===== config.mk =====
export PLATFORM = sky130hd
export DESIGN_NAME = rfcb_regs
export DESIGN_NICKNAME = d
export VERILOG_FILES = /design/src/hw/rtl/rfcb_pkg.sv /design/src/hw/rtl/rfcb_regs.sv
export SDC_FILE = /design/constraint.sdc
export NUM_CORES = 1
export LEC_CHECK = 0
export BUFFER_PORTS_ARGS = -buffer_cell sky130_fd_sc_hd__buf_2
export CORE_UTILIZATION = 41
export DETAILED_ROUTE_END_ITERATION = 8
export HOLD_SLACK_MARGIN = 0.02
export PLACE_DENSITY = 0.73
export SETUP_SLACK_MARGIN = 0.05
export SLEW_MARGIN = 40
export SYNTH_ARGS = -nofsm -noshare
export SYNTH_HDL_FRONTEND = slang
export SYNTH_SLANG_ARGS = --single-unit

===== constraint.sdc =====
create_clock -name clk -period 0.9 [get_ports clk]
set_input_delay 0 -clock clk [delete_from_list [all_inputs] [get_ports clk]]
set_output_delay 0 -clock clk [all_outputs]
set_load 0.05 [all_outputs]

===== src/hw/rtl/rfcb_pkg.sv =====
`default_nettype none
// -----------------------------------------------------------------------------
// rfcb_pkg
// Shared types and codes for the rectangle fill / copy blitter.
// -----------------------------------------------------------------------------
package rfcb_pkg;

	localparam int unsigned POS_W      = 6;   // pixel column / line
	localparam int unsigned DIM_W      = 7;   // sizes, line width, line count
	localparam int unsigned PIX_W      = 32;  // pixel word
	localparam int unsigned LA_W       = 14;  // linear address y*W+x, W,H <= 127
	localparam int unsigned OP_W       = 2;
	localparam int unsigned STAT_W     = 2;
	localparam int unsigned CFG_IDX_W  = 2;
	localparam int unsigned CFG_DATA_W = 7;

	localparam logic [OP_W-1:0] OP_FILL  = 2'd0;
	localparam logic [OP_W-1:0] OP_COPY  = 2'd1;
	localparam logic [OP_W-1:0] OP_WRITE = 2'd2;
	localparam logic [OP_W-1:0] OP_READ  = 2'd3;

	localparam logic [STAT_W-1:0] STATUS_DONE    = 2'd0;
	localparam logic [STAT_W-1:0] STATUS_REFUSED = 2'd1;
	localparam logic [STAT_W-1:0] STATUS_NOTHING = 2'd2;

	localparam logic [CFG_IDX_W-1:0] REG_RUNNING    = 2'd0;
	localparam logic [CFG_IDX_W-1:0] REG_LINE_WIDTH = 2'd1;
	localparam logic [CFG_IDX_W-1:0] REG_LINE_COUNT = 2'd2;

	typedef logic [LA_W-1:0] lin_addr_t;

	typedef struct packed {
		logic             running;
		logic [DIM_W-1:0] width;   // clamped to MAX_DIM
		logic [DIM_W-1:0] height;  // clamped to MAX_DIM
	} geom_t;

	typedef struct packed {
		logic [OP_W-1:0]  op;
		logic             raster_op;
		logic [POS_W-1:0] dest_x;
		logic [POS_W-1:0] dest_y;
		logic [POS_W-1:0] source_x;
		logic [POS_W-1:0] source_y;
		logic [DIM_W-1:0] rect_width;
		logic [DIM_W-1:0] rect_height;
		logic [PIX_W-1:0] color;
	} cmd_t;

	typedef struct packed {
		logic re;
		logic we;
	} mem_ctl_t;

endpackage
`default_nettype wire


===== src/hw/rtl/rfcb_regs.sv =====
`default_nettype none
// -----------------------------------------------------------------------------
// rfcb_regs
// Configuration registers and geometry clamp to MAX_DIM.
// -----------------------------------------------------------------------------
module rfcb_regs #(
	parameter int unsigned MAX_DIM = 64
) (
	input  wire logic                               clk,
	input  wire logic                               arst_n,
	input  wire logic                               cfg_write,
	input  wire logic [rfcb_pkg::CFG_IDX_W-1:0]     cfg_index,
	input  wire logic [rfcb_pkg::CFG_DATA_W-1:0]    cfg_data,
	output rfcb_pkg::geom_t                         geom
);

	localparam int unsigned DW     = rfcb_pkg::DIM_W;
	localparam int unsigned DimCap = (MAX_DIM < 127) ? MAX_DIM : 127;
	localparam logic [DW-1:0] CAP  = DW'(DimCap);

	logic          running_q;
	logic [DW-1:0] line_width_q;
	logic [DW-1:0] line_count_q;

	always_ff @(posedge clk or negedge arst_n) begin
		if (!arst_n) begin
			running_q    <= 1'b1;
			line_width_q <= DW'(64);
			line_count_q <= DW'(64);
		end else if (cfg_write) begin
			unique case (cfg_index)
				rfcb_pkg::REG_RUNNING:    running_q    <= cfg_data[0];
				rfcb_pkg::REG_LINE_WIDTH: line_width_q <= cfg_data[DW-1:0];
				rfcb_pkg::REG_LINE_COUNT: line_count_q <= cfg_data[DW-1:0];
				default: ;
			endcase
		end
	end

	assign geom.running = running_q;
	assign geom.width   = (line_width_q > CAP) ? CAP : line_width_q;
	assign geom.height  = (line_count_q > CAP) ? CAP : line_count_q;

endmodule
`default_nettype wire


; ---- After elaboration in Yosys (flattened, before gate mapping)
; Cells that the tools add are included.
[totals]
output_inout_bits = 15
register_bits = 15
ramBits = 0
memories = 0
rom_bits = 0
inputBits = 12
word_cells = 13
latchBits = 0
[op_classes]
bitwise_logic = 0
n_reduce_logical = 4
div = 0
magnitude_cmp = 2
shift = 0
n_mux = 2
add_sub_neg = 0
eq_ne = 2
n_mul = 0
[op_table]
columns = cell, n
row1 = 7-bit greater-than comparator (second input constant), 2
row2 = 7-bit 2-to-1 mux, 2
row3 = 2-bit AND reduction, 3
row4 = 2-bit by 1-bit == test with 1-bit output (second input constant), 1
row5 = 2-bit == test (second input constant), 1
row6 = 2-bit zero test, 1

; ---- Longest topological paths before layout
[depth]
ltp_word = 2
mapped_depth = 2
ltp_nobuf = 2

; ---- Worst setup path before layout
; Ideal clock, no wire load.
[synth_timing]
kind = flip-flop to output port
startpoint = register line_count_q[6]
endpoint = output port geom[0] (netlist name)
arrival_ns = 1.080
stages_incl_launch_ff = 2
path_buffers = 0
path_slack_ns = -0.180
t_required_ns = 0.900
path_cell_list = dfstp_2 > nor2b_1
[synth_lines]
columns = element, line_no
row1 = start: declaration, rfcb_regs.sv:23  ; logic [DW-1:0] line_count_q;
row2 = start signal: assignment, rfcb_regs.sv:34  ; rfcb_pkg::REG_LINE_COUNT: line_count_q <= cfg_data[DW-1:0];
row3 = end: declaration, rfcb_regs.sv:14  ; output rfcb_pkg::geom_t geom

==> flow_summary.toml <==
[die]
die_w_um = 43.0
start_util_pct = 44.8
ios = 27
row_count = 14
die_h_um = 43.0
core-area_um2 = 1540
dieArea_um2 = 1850

[global_route]
track_usage_pct = 15.7
grt_pass1_vias = 510
grt_max_degree = 16
grt-ovfl-total = 0
grt_pass1_wl_mm = 2.12
antenna_found_initial = 0

[critical_path]
worstSetupPathType = "reg2out"
cp_cell_sequence = "buf_4"
crit-reg2reg-launch = "line_count_q[6]"
reg2reg_slack_ns = 0.01
critPathMaxFanout = 8
critPathTopFamily = "flip-flops"
crit_arrival_ns = 1.16
start_kind = "register"
path_buf_inv = 1
crit_path_end_kind = "primary output"
cp_slowest_cell = "dfstp_2"
rr_endpoint = "line_count_q[6]"
critPathMaxStageDelay_ns = 0.65
startpoint = "line_count_q[6]"
cp.required_ns = 0.90
rr_worst_depth = 1

[timing]
finalHoldViolations = 0
setup_ws_ns = -0.259
grt_setup_unrepaired = "true"
setup_viol = 15
max_clock_freq_mhz = 863
slew_headroom_pct = 78.2
worst_pin_slew_ns = 0.328
min_period_over_period_pct = 129
slew_violations = 0
fin_skew_ns = 0
period_minus_slack_ns = 1.16

[clocking]
numClockSinks = 15
clock_latency_ns = 0.27
clock_path_buffers = 2
path_clk_slew_ns = 0.08
cts_tree = "done"
cts_buffers = 3
post_cts_buffers = 0
h-tree-depth = 1
ctsRootBufferMaster = "clkbuf_4"

[synthesis]
synth-seq-area-share_pct = 54.9
ys.warnings.count = 0
synth-compound-area-share_pct = 0
synth_cells = 48
syn_area_per_cell_um2 = 14.4
synthMuxAreaShare_pct = 24.5
synth-xor-area-share_pct = 0
synth_top_family_by_area = "multiplexers"
synth_nets = 60
yosys.area_share.simple_pct = 18.5
synth_cell_types = 8
synth-seq-cells = 15
syn_area_um2 = 691
synthAdderAreaFrac_pct = 0

[power_and_ir_drop]
p_per_area_nw_per_um2 = 2290
ir_worst_vdd_mv = 1.48
p_leak_nw = 0.485
total_power_w = 0.00237

[placement]
port-buffer-count = 26
placed_area_um2 = 826
gp_congestion = 0.675
place_ws_ns = 0.00578

[finish]
diodes = 0
fin_util_pct = 67.1
final_layout_size_suffix_gt1_share_pct = 66.3
areaGrowthSynthToFinish_pct = 49.8
fin_area_um2 = 1030
fill_cells = 130
layout.nets = 96

[run]
cap_violations = 0

[run_status]
status = "finished, violations left"
violations = "negative setup slack"

[drt]
routed_wl_mm = 1.29
drt_drc_violations_left = 0
drt-vias-per-instance = 4.85
dr.pass1.iters = 2
postRouteAntennaNets = 0
drt_iter0_drc = 7
dr_total_vias = 480
post_drt_wl_per_cell_um = 13.1

[worst_hold_path]
hp-class = "in2async"
## cells in the mapped netlist
library cell | instances | share of area, %
dfstp_2 | 3 | 11
mux2_2 | 15 | 24
nand3b_4 | 2 | 5.8
nor2b_1 | 12 | 11
buf_4 | 1 | 1.1
dfrtp_1 | 12 | 43
nor3b_2 | 1 | 1.8
clkbuf_1 | 2 | 1.1
## layout by cell type, fill, tap and decap left out, drive strengths merged
cell         Yosys  final
nor2b           12     12
nor3b            1      1
dfstp            3      3
dlygate4sd3      0      8
nand3b           2      2
clkbuf           2      4
mux2            15     15
dfrtp           12     12
buf              1     26
## metal layers
metal | vias to the layer above | GRT usage (%) | routed length (um)
met3 | 2 | 3.83 | 44
li1 | 231 | - | -
met2 | 13 | 25.8 | 640
met4 | 0 | 5.45 | 7
met1 | 234 | 20.1 | 602
met5 | - | 0 | 0
## flip-flops by register name, indices dropped and copies added (netlist names)
register	cells
line_width_q	7
running_q	1
line_count_q	7
## layout make-up
type	count	area, um2	area share, %
flip-flops and latches	15	379	36.6
multi-input cells	30	309	29.9
repair buffers	34	300	29.0
clock buffers	4	26.3	2.54
well taps	16	20.0	1.93
## where the power goes
part / internal (W) / switching (W)
Sequential: 0.000822 / 0.0000975
Combinational: 0.000448 / 0.000634
Clock: 0.000171 / 0.000195
## cell families after synthesis
| logic type | count (synthesis) |
|---|---|
| multiplexers | 15 |
| flip-flops | 15 |
| AND/OR/NAND/NOR | 15 |
| buffers and inverters | 3 |
## through the flow
step | std cells | hold slack [ns] | TNS (ns)
after CTS | 99 | 0.148 | -3.44
final | 99 | 0.146 | -3.42
after global routing | 99 | 0.147 | -4.14
after detailed placement | 87 | -0.0841 | 0
after global placement | 87 | -0.0826 | 0
after floorplan | 48 | -0.296 | -2.40
## worst max-delay path by stage
| stage | end | depth (start not counted) |
|---|---|---|
| after global routing | geom[12] | 2 |
| final | geom[6] | 1 |
| after floorplan | geom[0] | 1 |
| after CTS | geom[8] | 2 |
| after global placement | geom[13] | 1 |
| after detailed placement | geom[13] | 1 |
## what timing repair did
action	CTS	global route
gates resized for setup	28	6
hold endpoints to repair	30	0
hold buffers	8	0
endpoints found under the setup margin	16	17
Note: power is estimated with default switching activity, not from simulation.
