--- config.mk ---
export PLATFORM = sky130hd
export DESIGN_NAME = rfcb_seq
export DESIGN_NICKNAME = d
export VERILOG_FILES = /design/src/hw/rtl/rfcb_pkg.sv /design/src/hw/rtl/rfcb_seq.sv
export SDC_FILE = /design/constraint.sdc
export NUM_CORES = 1
export LEC_CHECK = 0
export BUFFER_PORTS_ARGS = -buffer_cell sky130_fd_sc_hd__buf_4
export CORE_MARGIN = 4
export CORE_UTILIZATION = 40
export DETAILED_ROUTE_END_ITERATION = 8
export PLACE_DENSITY = 0.64
export SYNTH_ARGS = -nofsm -noshare
export SYNTH_HDL_FRONTEND = slang
export SYNTH_SLANG_ARGS = --single-unit
--- constraint.sdc ---
create_clock -name clk -period 6.7 [get_ports clk]
set_input_delay 1.34 -clock clk [delete_from_list [all_inputs] [get_ports clk]]
set_output_delay 1.34 -clock clk [all_outputs]
set_load 0.02 [all_outputs]
--- src/hw/rtl/rfcb_pkg.sv ---
`default_nettype none
// -----------------------------------------------------------------------------
// rfcb_pkg
// Shared types and codes for the rectangle fill / copy blitter.
// -----------------------------------------------------------------------------
package rfcb_pkg;

	localparam int unsigned POS_W      = 6;   // pixel column / line
	localparam int unsigned DIM_W      = 7;   // sizes, line width, line count
	localparam int unsigned PIX_W      = 32;  // pixel word
	localparam int unsigned LA_W       = 14;  // linear address y*W+x, W,H <= 127
	localparam int unsigned OP_W       = 2;
	localparam int unsigned STAT_W     = 2;
	localparam int unsigned CFG_IDX_W  = 2;
	localparam int unsigned CFG_DATA_W = 7;

	localparam logic [OP_W-1:0] OP_FILL  = 2'd0;
	localparam logic [OP_W-1:0] OP_COPY  = 2'd1;
	localparam logic [OP_W-1:0] OP_WRITE = 2'd2;
	localparam logic [OP_W-1:0] OP_READ  = 2'd3;

	localparam logic [STAT_W-1:0] STATUS_DONE    = 2'd0;
	localparam logic [STAT_W-1:0] STATUS_REFUSED = 2'd1;
	localparam logic [STAT_W-1:0] STATUS_NOTHING = 2'd2;

	localparam logic [CFG_IDX_W-1:0] REG_RUNNING    = 2'd0;
	localparam logic [CFG_IDX_W-1:0] REG_LINE_WIDTH = 2'd1;
	localparam logic [CFG_IDX_W-1:0] REG_LINE_COUNT = 2'd2;

	typedef logic [LA_W-1:0] lin_addr_t;

	typedef struct packed {
		logic             running;
		logic [DIM_W-1:0] width;   // clamped to MAX_DIM
		logic [DIM_W-1:0] height;  // clamped to MAX_DIM
	} geom_t;

	typedef struct packed {
		logic [OP_W-1:0]  op;
		logic             raster_op;
		logic [POS_W-1:0] dest_x;
		logic [POS_W-1:0] dest_y;
		logic [POS_W-1:0] source_x;
		logic [POS_W-1:0] source_y;
		logic [DIM_W-1:0] rect_width;
		logic [DIM_W-1:0] rect_height;
		logic [PIX_W-1:0] color;
	} cmd_t;

	typedef struct packed {
		logic re;
		logic we;
	} mem_ctl_t;

endpackage
`default_nettype wire

--- src/hw/rtl/rfcb_seq.sv ---
`default_nettype none
// -----------------------------------------------------------------------------
// rfcb_seq
// Command sequencer: clip, address unit (one multiply-add shared by the
// destination and source start), pixel walker over the single-port store.
// -----------------------------------------------------------------------------
module rfcb_seq #(
	parameter int unsigned FRAME_WORDS = 4096,
	localparam int unsigned AW         = (FRAME_WORDS > 1) ? $clog2(FRAME_WORDS) : 1
) (
	input  wire logic                            clk,
	input  wire logic                            arst_n,
	input  wire logic                            start,
	output logic                                 busy,
	input  wire rfcb_pkg::cmd_t                  cmd,
	input  wire rfcb_pkg::geom_t                 geom,
	output rfcb_pkg::mem_ctl_t                   mem_ctl,
	output logic      [AW-1:0]                   mem_addr,
	output logic      [rfcb_pkg::PIX_W-1:0]      mem_wdata,
	input  wire logic [rfcb_pkg::PIX_W-1:0]      mem_rdata,
	output logic                                 done,
	output logic      [rfcb_pkg::PIX_W-1:0]      read_data,
	output logic      [rfcb_pkg::STAT_W-1:0]     status
);

	localparam int unsigned DW = rfcb_pkg::DIM_W;
	localparam int unsigned LW = rfcb_pkg::LA_W;
	localparam int unsigned PW = rfcb_pkg::PIX_W;
	localparam int unsigned XW = (AW > LW) ? AW : LW;
	localparam logic [AW-1:0] CLR_LAST = AW'(FRAME_WORDS - 1);

	typedef enum logic [2:0] {
		S_CLEAR,
		S_IDLE,
		S_SETUP,
		S_ADDR_D,
		S_ADDR_S,
		S_RD,
		S_WR,
		S_RESP
	} state_t;

	function automatic logic in_store(input rfcb_pkg::lin_addr_t a);
		in_store = 32'(a) < 32'(FRAME_WORDS);
	endfunction

	function automatic logic [AW-1:0] to_idx(input rfcb_pkg::lin_addr_t a);
		logic [XW-1:0] t;
		t      = XW'(a);
		to_idx = t[AW-1:0];
	endfunction

	state_t                      state_q;
	logic [AW-1:0]               clr_q;
	logic                        done_q;
	logic [PW-1:0]               read_data_q;
	logic [rfcb_pkg::STAT_W-1:0] status_q;

	rfcb_pkg::cmd_t              cmd_q;
	logic [DW-1:0]               cw_q, ch_q, c_q, r_q;
	logic                        bwd_q;
	logic                        oob_q;
	rfcb_pkg::lin_addr_t         da_q, drow_q, sa_q, srow_q;

	// geometry / clip
	logic [DW-1:0] dx_e, dy_e, sx_e, sy_e;
	logic          dst_off, src_off, is_copy, needs_read;
	logic [DW-1:0] room_dx, room_dy, room_sx, room_sy, w1, h1, cw_n, ch_n;
	logic          bwd_n;

	assign dx_e    = {1'b0, cmd_q.dest_x};
	assign dy_e    = {1'b0, cmd_q.dest_y};
	assign sx_e    = {1'b0, cmd_q.source_x};
	assign sy_e    = {1'b0, cmd_q.source_y};
	assign dst_off = (dx_e >= geom.width) || (dy_e >= geom.height);
	assign src_off = (sx_e >= geom.width) || (sy_e >= geom.height);
	assign is_copy = cmd_q.op == rfcb_pkg::OP_COPY;
	assign needs_read = is_copy || (cmd_q.op == rfcb_pkg::OP_READ)
		|| ((cmd_q.op == rfcb_pkg::OP_FILL) && cmd_q.raster_op);

	assign room_dx = geom.width - dx_e;
	assign room_dy = geom.height - dy_e;
	assign room_sx = geom.width - sx_e;
	assign room_sy = geom.height - sy_e;
	assign w1      = (cmd_q.rect_width > room_dx) ? room_dx : cmd_q.rect_width;
	assign h1      = (cmd_q.rect_height > room_dy) ? room_dy : cmd_q.rect_height;
	assign cw_n    = (is_copy && (w1 > room_sx)) ? room_sx : w1;
	assign ch_n    = (is_copy && (h1 > room_sy)) ? room_sy : h1;
	// dest after source in linear order: walk backward so source is read before overwrite
	assign bwd_n   = is_copy && ((dy_e > sy_e) || ((dy_e == sy_e) && (dx_e > sx_e)));

	// shared address unit: start = y*W + x, at the far corner when walking backward
	logic [DW-1:0]       ay, ax, ay2, ax2;
	rfcb_pkg::lin_addr_t addr_calc;

	assign ay        = (state_q == S_ADDR_S) ? sy_e : dy_e;
	assign ax        = (state_q == S_ADDR_S) ? sx_e : dx_e;
	assign ay2       = bwd_q ? DW'(ay + ch_q - DW'(1)) : ay;
	assign ax2       = bwd_q ? DW'(ax + cw_q - DW'(1)) : ax;
	assign addr_calc = LW'(LW'(ay2) * LW'(geom.width)) + LW'(ax2);

	// pixel walk
	logic                last_col, last_row;
	rfcb_pkg::lin_addr_t step_w, drow_n, srow_n, da_n, sa_n, rd_addr;
	logic [PW-1:0]       rdv, wr_data;

	assign last_col = c_q == (cw_q - DW'(1));
	assign last_row = r_q == (ch_q - DW'(1));
	assign step_w   = LW'(geom.width);
	assign drow_n   = bwd_q ? drow_q - step_w : drow_q + step_w;
	assign srow_n   = bwd_q ? srow_q - step_w : srow_q + step_w;
	assign da_n     = bwd_q ? da_q - LW'(1) : da_q + LW'(1);
	assign sa_n     = bwd_q ? sa_q - LW'(1) : sa_q + LW'(1);
	assign rd_addr  = is_copy ? sa_q : da_q;
	assign rdv      = oob_q ? '0 : mem_rdata;

	always_comb begin
		priority if (is_copy) begin
			wr_data = rdv;
		end else if ((cmd_q.op == rfcb_pkg::OP_FILL) && cmd_q.raster_op) begin
			wr_data = rdv ^ cmd_q.color;
		end else begin
			wr_data = cmd_q.color;
		end
	end

	always_comb begin
		mem_ctl.re = 1'b0;
		mem_ctl.we = 1'b0;
		mem_addr   = to_idx(da_q);
		mem_wdata  = wr_data;
		unique case (state_q)
			S_CLEAR: begin
				mem_ctl.we = 1'b1;
				mem_addr   = clr_q;
				mem_wdata  = '0;
			end
			S_RD: begin
				mem_ctl.re = in_store(rd_addr);
				mem_addr   = to_idx(rd_addr);
			end
			S_WR: begin
				mem_ctl.we = in_store(da_q);
			end
			default: ;
		endcase
	end

	// control and result
	always_ff @(posedge clk or negedge arst_n) begin
		if (!arst_n) begin
			state_q     <= S_CLEAR;
			clr_q       <= '0;
			done_q      <= 1'b0;
			read_data_q <= '0;
			status_q    <= rfcb_pkg::STATUS_DONE;
		end else begin
			done_q <= 1'b0;
			unique case (state_q)
				S_CLEAR: begin
					clr_q <= clr_q + AW'(1);
					if (clr_q == CLR_LAST) begin
						state_q <= S_IDLE;
					end
				end
				S_IDLE: begin
					if (start) begin
						state_q <= S_SETUP;
					end
				end
				S_SETUP: begin
					priority if (!geom.running) begin
						state_q     <= S_IDLE;
						done_q      <= 1'b1;
						read_data_q <= '0;
						status_q    <= rfcb_pkg::STATUS_REFUSED;
					end else if (dst_off) begin
						state_q     <= S_IDLE;
						done_q      <= 1'b1;
						read_data_q <= '0;
						status_q    <= rfcb_pkg::STATUS_NOTHING;
					end else if (cmd_q.op == rfcb_pkg::OP_WRITE
						|| cmd_q.op == rfcb_pkg::OP_READ) begin
						state_q <= S_ADDR_D;
					end else if (cmd_q.rect_width == '0 || cmd_q.rect_height == '0
						|| (is_copy && src_off)) begin
						state_q     <= S_IDLE;
						done_q      <= 1'b1;
						read_data_q <= '0;
						status_q    <= rfcb_pkg::STATUS_NOTHING;
					end else begin
						state_q <= S_ADDR_D;
					end
				end
				S_ADDR_D: begin
					priority if (is_copy) begin
						state_q <= S_ADDR_S;
					end else if (needs_read) begin
						state_q <= S_RD;
					end else begin
						state_q <= S_WR;
					end
				end
				S_ADDR_S: begin
					state_q <= S_RD;
				end
				S_RD: begin
					state_q <= (cmd_q.op == rfcb_pkg::OP_READ) ? S_RESP : S_WR;
				end
				S_RESP: begin
					state_q     <= S_IDLE;
					done_q      <= 1'b1;
					read_data_q <= rdv;
					status_q    <= rfcb_pkg::STATUS_DONE;
				end
				S_WR: begin
					if (last_col && last_row) begin
						state_q     <= S_IDLE;
						done_q      <= 1'b1;
						read_data_q <= '0;
						status_q    <= rfcb_pkg::STATUS_DONE;
					end else begin
						state_q <= needs_read ? S_RD : S_WR;
					end
				end
				default: state_q <= S_IDLE;
			endcase
		end
	end

	// datapath
	always_ff @(posedge clk) begin
		unique case (state_q)
			S_IDLE: begin
				if (start) begin
					cmd_q <= cmd;
				end
			end
			S_SETUP: begin
				c_q <= '0;
				r_q <= '0;
				if (cmd_q.op == rfcb_pkg::OP_WRITE || cmd_q.op == rfcb_pkg::OP_READ) begin
					cw_q  <= DW'(1);
					ch_q  <= DW'(1);
					bwd_q <= 1'b0;
				end else begin
					cw_q  <= cw_n;
					ch_q  <= ch_n;
					bwd_q <= bwd_n;
				end
			end
			S_ADDR_D: begin
				da_q   <= addr_calc;
				drow_q <= addr_calc;
			end
			S_ADDR_S: begin
				sa_q   <= addr_calc;
				srow_q <= addr_calc;
			end
			S_RD: begin
				oob_q <= !in_store(rd_addr);
			end
			S_WR: begin
				if (last_col) begin
					c_q    <= '0;
					r_q    <= r_q + DW'(1);
					drow_q <= drow_n;
					da_q   <= drow_n;
					srow_q <= srow_n;
					sa_q   <= srow_n;
				end else begin
					c_q  <= c_q + DW'(1);
					da_q <= da_n;
					sa_q <= sa_n;
				end
			end
			default: ;
		endcase
	end

	assign busy      = state_q != S_IDLE;
	assign done      = done_q;
	assign read_data = read_data_q;
	assign status    = status_q;

`ifndef ASSERT_OFF
	a_done_pulse: assert property (@(posedge clk) disable iff (!arst_n)
		done_q |=> !done_q)
		else $error("result strobe longer than one cycle");

	a_we_state: assert property (@(posedge clk) disable iff (!arst_n)
		mem_ctl.we |-> (state_q == S_CLEAR || state_q == S_WR))
		else $error("store write outside clear or write step");

	a_data_status: assert property (@(posedge clk) disable iff (!arst_n)
		(done_q && read_data_q != '0) |-> (status_q == rfcb_pkg::STATUS_DONE))
		else $error("read data on a failed command");

	a_accept: assert property (@(posedge clk) disable iff (!arst_n)
		(state_q == S_IDLE && start) |=> (state_q == S_SETUP))
		else $error("accepted command did not enter setup");

	a_last_pixel: assert property (@(posedge clk) disable iff (!arst_n)
		(state_q == S_WR && last_col && last_row) |=> done_q)
		else $error("last pixel without result");
`endif

endmodule
`default_nettype wire

Word level (Yosys, flattened, before mapping)

Index checks and enable logic that the tools add are counted.

Memories kept: 0
RAM bits: 0
Output and inout port bits: 82
Flip-flop bits (word level): 209
Bits in latches: 0
Memory bits (read-only): 0

Add/subtract/negate cells: 22
Reductions and logical operators: 30
Shift-type cells: 0
Eq/ne operators: 21
Multiplexer cells: 61
Divide/modulo/power cells: 0
Multiply operators: 1
Order comparisons: 12
Bitwise gates (word level): 1

Operators with widths:

| kind                    | count |
|---|---|
| $mux W32                | 9 |
| $mux W14                | 9 |
| $pmux W14 S2            | 4 |
| $pmux W32 S3            | 1 |
| $mux W7                 | 8 |
| $add A14 B7 Y14         | 3 |
| $xor A32 B32 Y32        | 1 |
| $add A14 B1 Y14 const B | 2 |
| $ge A6 B7 Y1            | 4 |
| $gt A7 B7 Y1            | 4 |
| $lt A14 B13 Y1 const B  | 2 |
| $pmux W7 S2             | 2 |
| $sub A14 B1 Y14 const B | 2 |
| $sub A14 B7 Y14         | 2 |
| $sub A7 B1 Y7 const B   | 4 |
| $sub A7 B6 Y7           | 4 |
| $pmux W12 S2            | 1 |
| $pmux W3 S8             | 1 |
| $mux W2                 | 11 |
| $add A6 B7 Y7           | 2 |
| $add A7 B1 Y7 const B   | 2 |
| $eq A7 B7 Y1            | 2 |
| $logic_not A7 Y1        | 2 |
| $mul A7 B7 Y14          | 1 |
| other kinds (27)        | 65 |

Longest topological paths before layout

Word-level depth: 9
Depth in mapped cells: 32
Depth with buffers taken out: 30

Least setup slack after synthesis

OpenSTA, ideal clock, no wires.

Path type: flip-flop to flip-flop
Start: register state_q[0]
End: register da_q[13] (data pin)
Data arrival time: 7034 ps
Cell stages (with the launch flop): 33
Buffers on the path: 2
Path slack: -605 ps
Setup time: 271 ps
Data required time: 6429 ps
Clock period less this slack: 7305 ps
Path through: dfrtp_1 -> clkbuf_1 -> nand2b_1 -> nor2_1 -> buf_2 -> mux2i_1 -> ha_1 -> inv_1 -> ha_1 -> fa_1 -> a21o_1 -> a21oi_1 -> xnor2_1 -> nor2_1 -> a21oi_1 -> and2_1 -> fa_1 -> inv_1 -> fa_1 -> inv_1 -> fa_1 -> inv_1 -> fa_1 -> inv_1 -> ha_1 -> or2_2 -> a21oi_1 -> nor3_1 -> a2111oi_0 -> a21oi_1 -> xnor2_1 -> nand2_1 -> o221ai_1

Cells in the longest elaborated chain, start to end: 8
Elaborated cells on any way between the ends: 14

RTL lines:

| what                   | RTL line                       | RTL |
|---|---|---|
| from (decl)            | rfcb_seq.sv:53                 | `state_t state_q;` |
| from (signal assigned) | rfcb_seq.sv:208                | `state_q <= (cmd_q.op == rfcb_pkg::OP_READ) ? S_RESP : S_WR;` |
| from (signal assigned) | rfcb_seq.sv:223                | `state_q <= needs_read ? S_RD : S_WR;` |
| $eq A3 B3 Y1           | rfcb_seq.sv:96, rfcb_seq.sv:97 |  |
| $mux W6                | rfcb_seq.sv:96                 | `assign ay = (state_q == S_ADDR_S) ? sy_e : dy_e;` |
| $add A6 B7 Y7          | rfcb_seq.sv:98                 | `assign ay2 = bwd_q ? DW'(ay + ch_q - DW'(1)) : ay;` |
| $sub A7 B1 Y7          | rfcb_seq.sv:98                 |  |
| $mux W7                | rfcb_seq.sv:98                 |  |
| $mul A7 B7 Y14         | rfcb_seq.sv:100                | `assign addr_calc = LW'(LW'(ay2) * LW'(geom.width)) + LW'(ax2);` |
| $add A14 B7 Y14        | rfcb_seq.sv:100                |  |
| $pmux W14 S2 *         | rfcb_seq.sv:233                | `unique case (state_q)` |
| to (signal assigned)   | rfcb_seq.sv:253                | `da_q <= addr_calc;` |
| to (signal assigned)   | rfcb_seq.sv:268                | `da_q <= drow_n;` |
| to (signal assigned)   | rfcb_seq.sv:273                | `da_q <= da_n;` |
| to (decl)              | rfcb_seq.sv:63                 | `rfcb_pkg::lin_addr_t da_q, drow_q, sa_q, srow_q;` |

Mark *: on every way between the ends. The rest lies on a longest branch, timed or not.
A chain may end at the register's enable or synchronous reset.

Worst setup path after layout

Start: register state_q[0]
End: register sa_q[13] (data pin)

Cells in the longest elaborated chain, start to end: 8
Elaborated cells on any way between the ends: 13

RTL lines:

| what                 | RTL line                                        | RTL |
|---|---|---|
| $eq A3 B3 Y1         | rfcb_seq.sv:96, rfcb_seq.sv:97, rfcb_seq.sv:233 |  |
| $mux W6              | rfcb_seq.sv:96                                  |  |
| $add A6 B7 Y7        | rfcb_seq.sv:98                                  |  |
| $sub A7 B1 Y7        | rfcb_seq.sv:98                                  |  |
| $mux W7              | rfcb_seq.sv:98                                  |  |
| $mul A7 B7 Y14       | rfcb_seq.sv:100                                 |  |
| $add A14 B7 Y14      | rfcb_seq.sv:100                                 |  |
| $pmux W14 S2 *       | rfcb_seq.sv:233                                 |  |
| to (signal assigned) | rfcb_seq.sv:257                                 | `sa_q <= addr_calc;` |
| to (signal assigned) | rfcb_seq.sv:270                                 | `sa_q <= srow_n;` |
| to (signal assigned) | rfcb_seq.sv:274                                 | `sa_q <= sa_n;` |
| to (decl)            | rfcb_seq.sv:63                                  |  |

Marked as above.

==> impl_metrics.tcl <==
set metrics [dict create \
    numCtsBuffers 27 \
    placed_cell_area_sq_um 18900 \
    grt_usage_pct 20.0 \
    nFillCells 3835 \
    final_cell_mix "249 x buf_4, 173 x ha_1, 159 x edfxtp_1" \
    rows 74 \
    drive_gt1_share_pct 17.9 \
    hpwl_mm 35.6 \
    hold_depth 1 \
    cap_viol_max_count 0 \
    final_common_cell "buf_4" \
    grt.overflow.total 0 \
    antenna_left 0 \
    whs_ns 0.492 \
    synth.distinct_cells 73 \
    cts_tree "built" \
    design_area_sq_um 20000 \
    coreArea_sq_um 40900 \
    yosysSeqAreaShare_pct 36.3 \
    slew_headroom_pct 24.4 \
    antenna_cells 0 \
    r2r_cells 29 \
    async_flop_share_pct 23.9 \
    die_h_microns 212 \
    ys_seq_elements 209 \
    status "complete, no violations" \
    wl_mm 46.2 \
    seq_area_sq_um 6030 \
    clock-sinks 209 \
    cts-root-buf "clkbuf_16" \
    maxSlewViolCount 0 \
    tns_ns 0 \
    gp_congestion 0.894 \
    cts.reportedPaths.clkPinSlew_ns 0.06 \
    viasPerCell 5.32 \
    multi_input_area_sq_um 9900 \
    critical_path_peak_fanout 5 \
    netlist_area_sq_um 16600 \
    fmax_ghz 0.155 \
    cp.depth 29 \
    clkLatencyLatePin_ns 0.56 \
    critPathTopFamily "adder cells" \
    finalCriticalPeriod_ns 6.44 \
    syn-num-nets 2044 \
    critical_path_class "flop to flop" \
    clock_path_buffers 3 \
    area_growth_pct 20.5 \
    crit_slowest_cell "fa_1" \
    die_area_sq_um 44800 \
    synth_edf_count 159 \
    final.period_utilization_pct 96.1 \
    finClkSkew_ns 0.0200 \
    synth.yosys.warnings 0 \
    synth.avg_cell_area_sq_um 9.74 \
    ios 205 \
    die_x_microns 212 \
    route.detailed.drc 0 \
    cp-start-kind "flop" \
    post_drt_wl_per_cell_microns 18.7 \
    worstMarginPinSlew_ns 1.13 \
    dr.first_iter.drc_count 667 \
    max_stage_delay_ns 0.53 \
    hp-class "flop to flop" \
    endpoint_kind "flop" \
    critPathRequiredTime_ns 6.96 \
    cts_hold_buf 0 \
    layout.cells.non_filler 2477 \
    initial_core_util_pct 40.5 \
    synth_flop_cell "edfxtp_1" \
    cp.arrival_ns 6.70 \
    placed_cells 2422 \
    drtPass1Iterations 5 \
    htreeDepth 1 \
    synthCells 1703 \
    vias 13200 \
    cpMostUsedCell "fa_1" \
    final_nets 2265 \
    setup_violations 0 \
    grt_first_pass_wirelength_mm 72.4 \
    grt_max_degree 51 \
    rsz0062_at_grt "yes" \
    antenna_found_initial 0 \
    timing.critical_path.buf_inv 5 \
    hold_violations 0 \
    io_buffers 204 \
    grt_pass1_vias 13400 \
]
logic make-up (layout without fill, tap and decap cells):
group,count (synthesis),after routing,synth area share (%)
simple gates,514,514,14.9
flops,209,209,36.3
compound gates,349,349,14.8
fa+ha+maj,218,218,18.3
buf+inv,220,462,5.16
xor+xnor,160,160,8.49
mux,33,33,2.03
worst reg2reg max path: cells and delay by family (launching register included):
family | cells | cell delay (ns)
AO/OA/AOI/OAI | 8 | 1.22
XOR/XNOR | 2 | 0.29
adder cells (fa/ha/maj) | 7 | 2.62
buffers and inverters | 5 | 0.52
flip-flops | 1 | 0.37
multiplexers | 1 | 0.22
AND/OR/NAND/NOR | 6 | 0.91
cells in the mapped netlist, drive strengths merged, types with 9 or more instances:
cell type  instances  area [sq um]
nor2b             24           150
nand2b            19           119
mux2i             28           280
and3              12          75.1
clkbuf            41           154
a21oi             88           440
nand3             28           140
nand2            148           556
nand4             12          81.3
nor2             146           548
a22oi              9          67.6
buf               17          93.8
o21a              22           165
a21o              32           240
inv              162           608
fa                41           821
ha               177          2210
xor2              78           683
nor3              36           191
a211oi            19           143
edfxtp           159          4770
dfrtp             50          1250
o21ai             63           315
o21bai            13          97.6
xnor2             82           726
a32o              32           320
nor3b             33           248
and2              38           240
routing by layer:
metal / up-vias / share of wire, % / global-route usage (%)
li1: 6460 / - / -
met1: 6321 / 44 / 26.9
met2: 311 / 48 / 33.8
met3: 77 / 4.6 / 3.20
met4: 0 / 2.6 / 5.11
met5: - / 0 / 0
metrics by stage:
| step | worst slack, ns | utilization [%] |
|---|---|---|
| floorplan | 0.0137 | - |
| finish | 0.262 | 48.8 |
| CTS | 0.00100 | 48.4 |
| global route | -0.0797 | 48.8 |
| detailed placement | -0.0297 | 46.2 |
| global placement | 0.0453 | 46.2 |
registers in the layout, summed over array words and instances (netlist names), 3 cells and up:
name and cells:
r_q 7, drow_q 14, c_q 7, da_q 14, cmd_q 73, read_data 32, state_q 3, sa_q 14
ch_q 7, clr_q 12, cw_q 7, srow_q 14
area by class of cell:
type | count | area share, %
clock buffer | 36 | 3.65
tap | 532 | 3.33
timing repair buffer | 250 | 9.41
inverter | 162 | 3.04
multi-input combinational | 1274 | 49.5
clock inverter | 14 | 0.889
sequential | 209 | 30.2
path summary, 6_finish.rpt:
| kind | slack, ns | endpoint | from |
|---|---|---|---|
| max | 0.26 | sa_q[13]$_DFFE_PP_ | state_q[0]$_DFFE_PN0P_ |
| min in group asynchronous | 0.82 | clr_q[6]$_DFFE_PN0N_ | arst_n |
| max reg2reg | 0.26 | sa_q[13]$_DFFE_PP_ | state_q[0]$_DFFE_PN0P_ |
| min reg2reg | 0.49 | read_data[14]$_DFFE_PN0P_ | read_data[14]$_DFFE_PN0P_ |
| min | 0.49 | read_data[14]$_DFFE_PN0P_ | read_data[14]$_DFFE_PN0P_ |
| max in group asynchronous | 5.42 | read_data[26]$_DFFE_PN0P_ | arst_n |
repair_timing:
action	CTS	global route
setup buffers	1	4
resized for setup	6	34
setup endpoints to repair	3	22
pin swaps	4	25
Power is left out: the tool's default activity adds up to more than one toggle a clock period on the data nets, which glitch-free logic cannot reach.
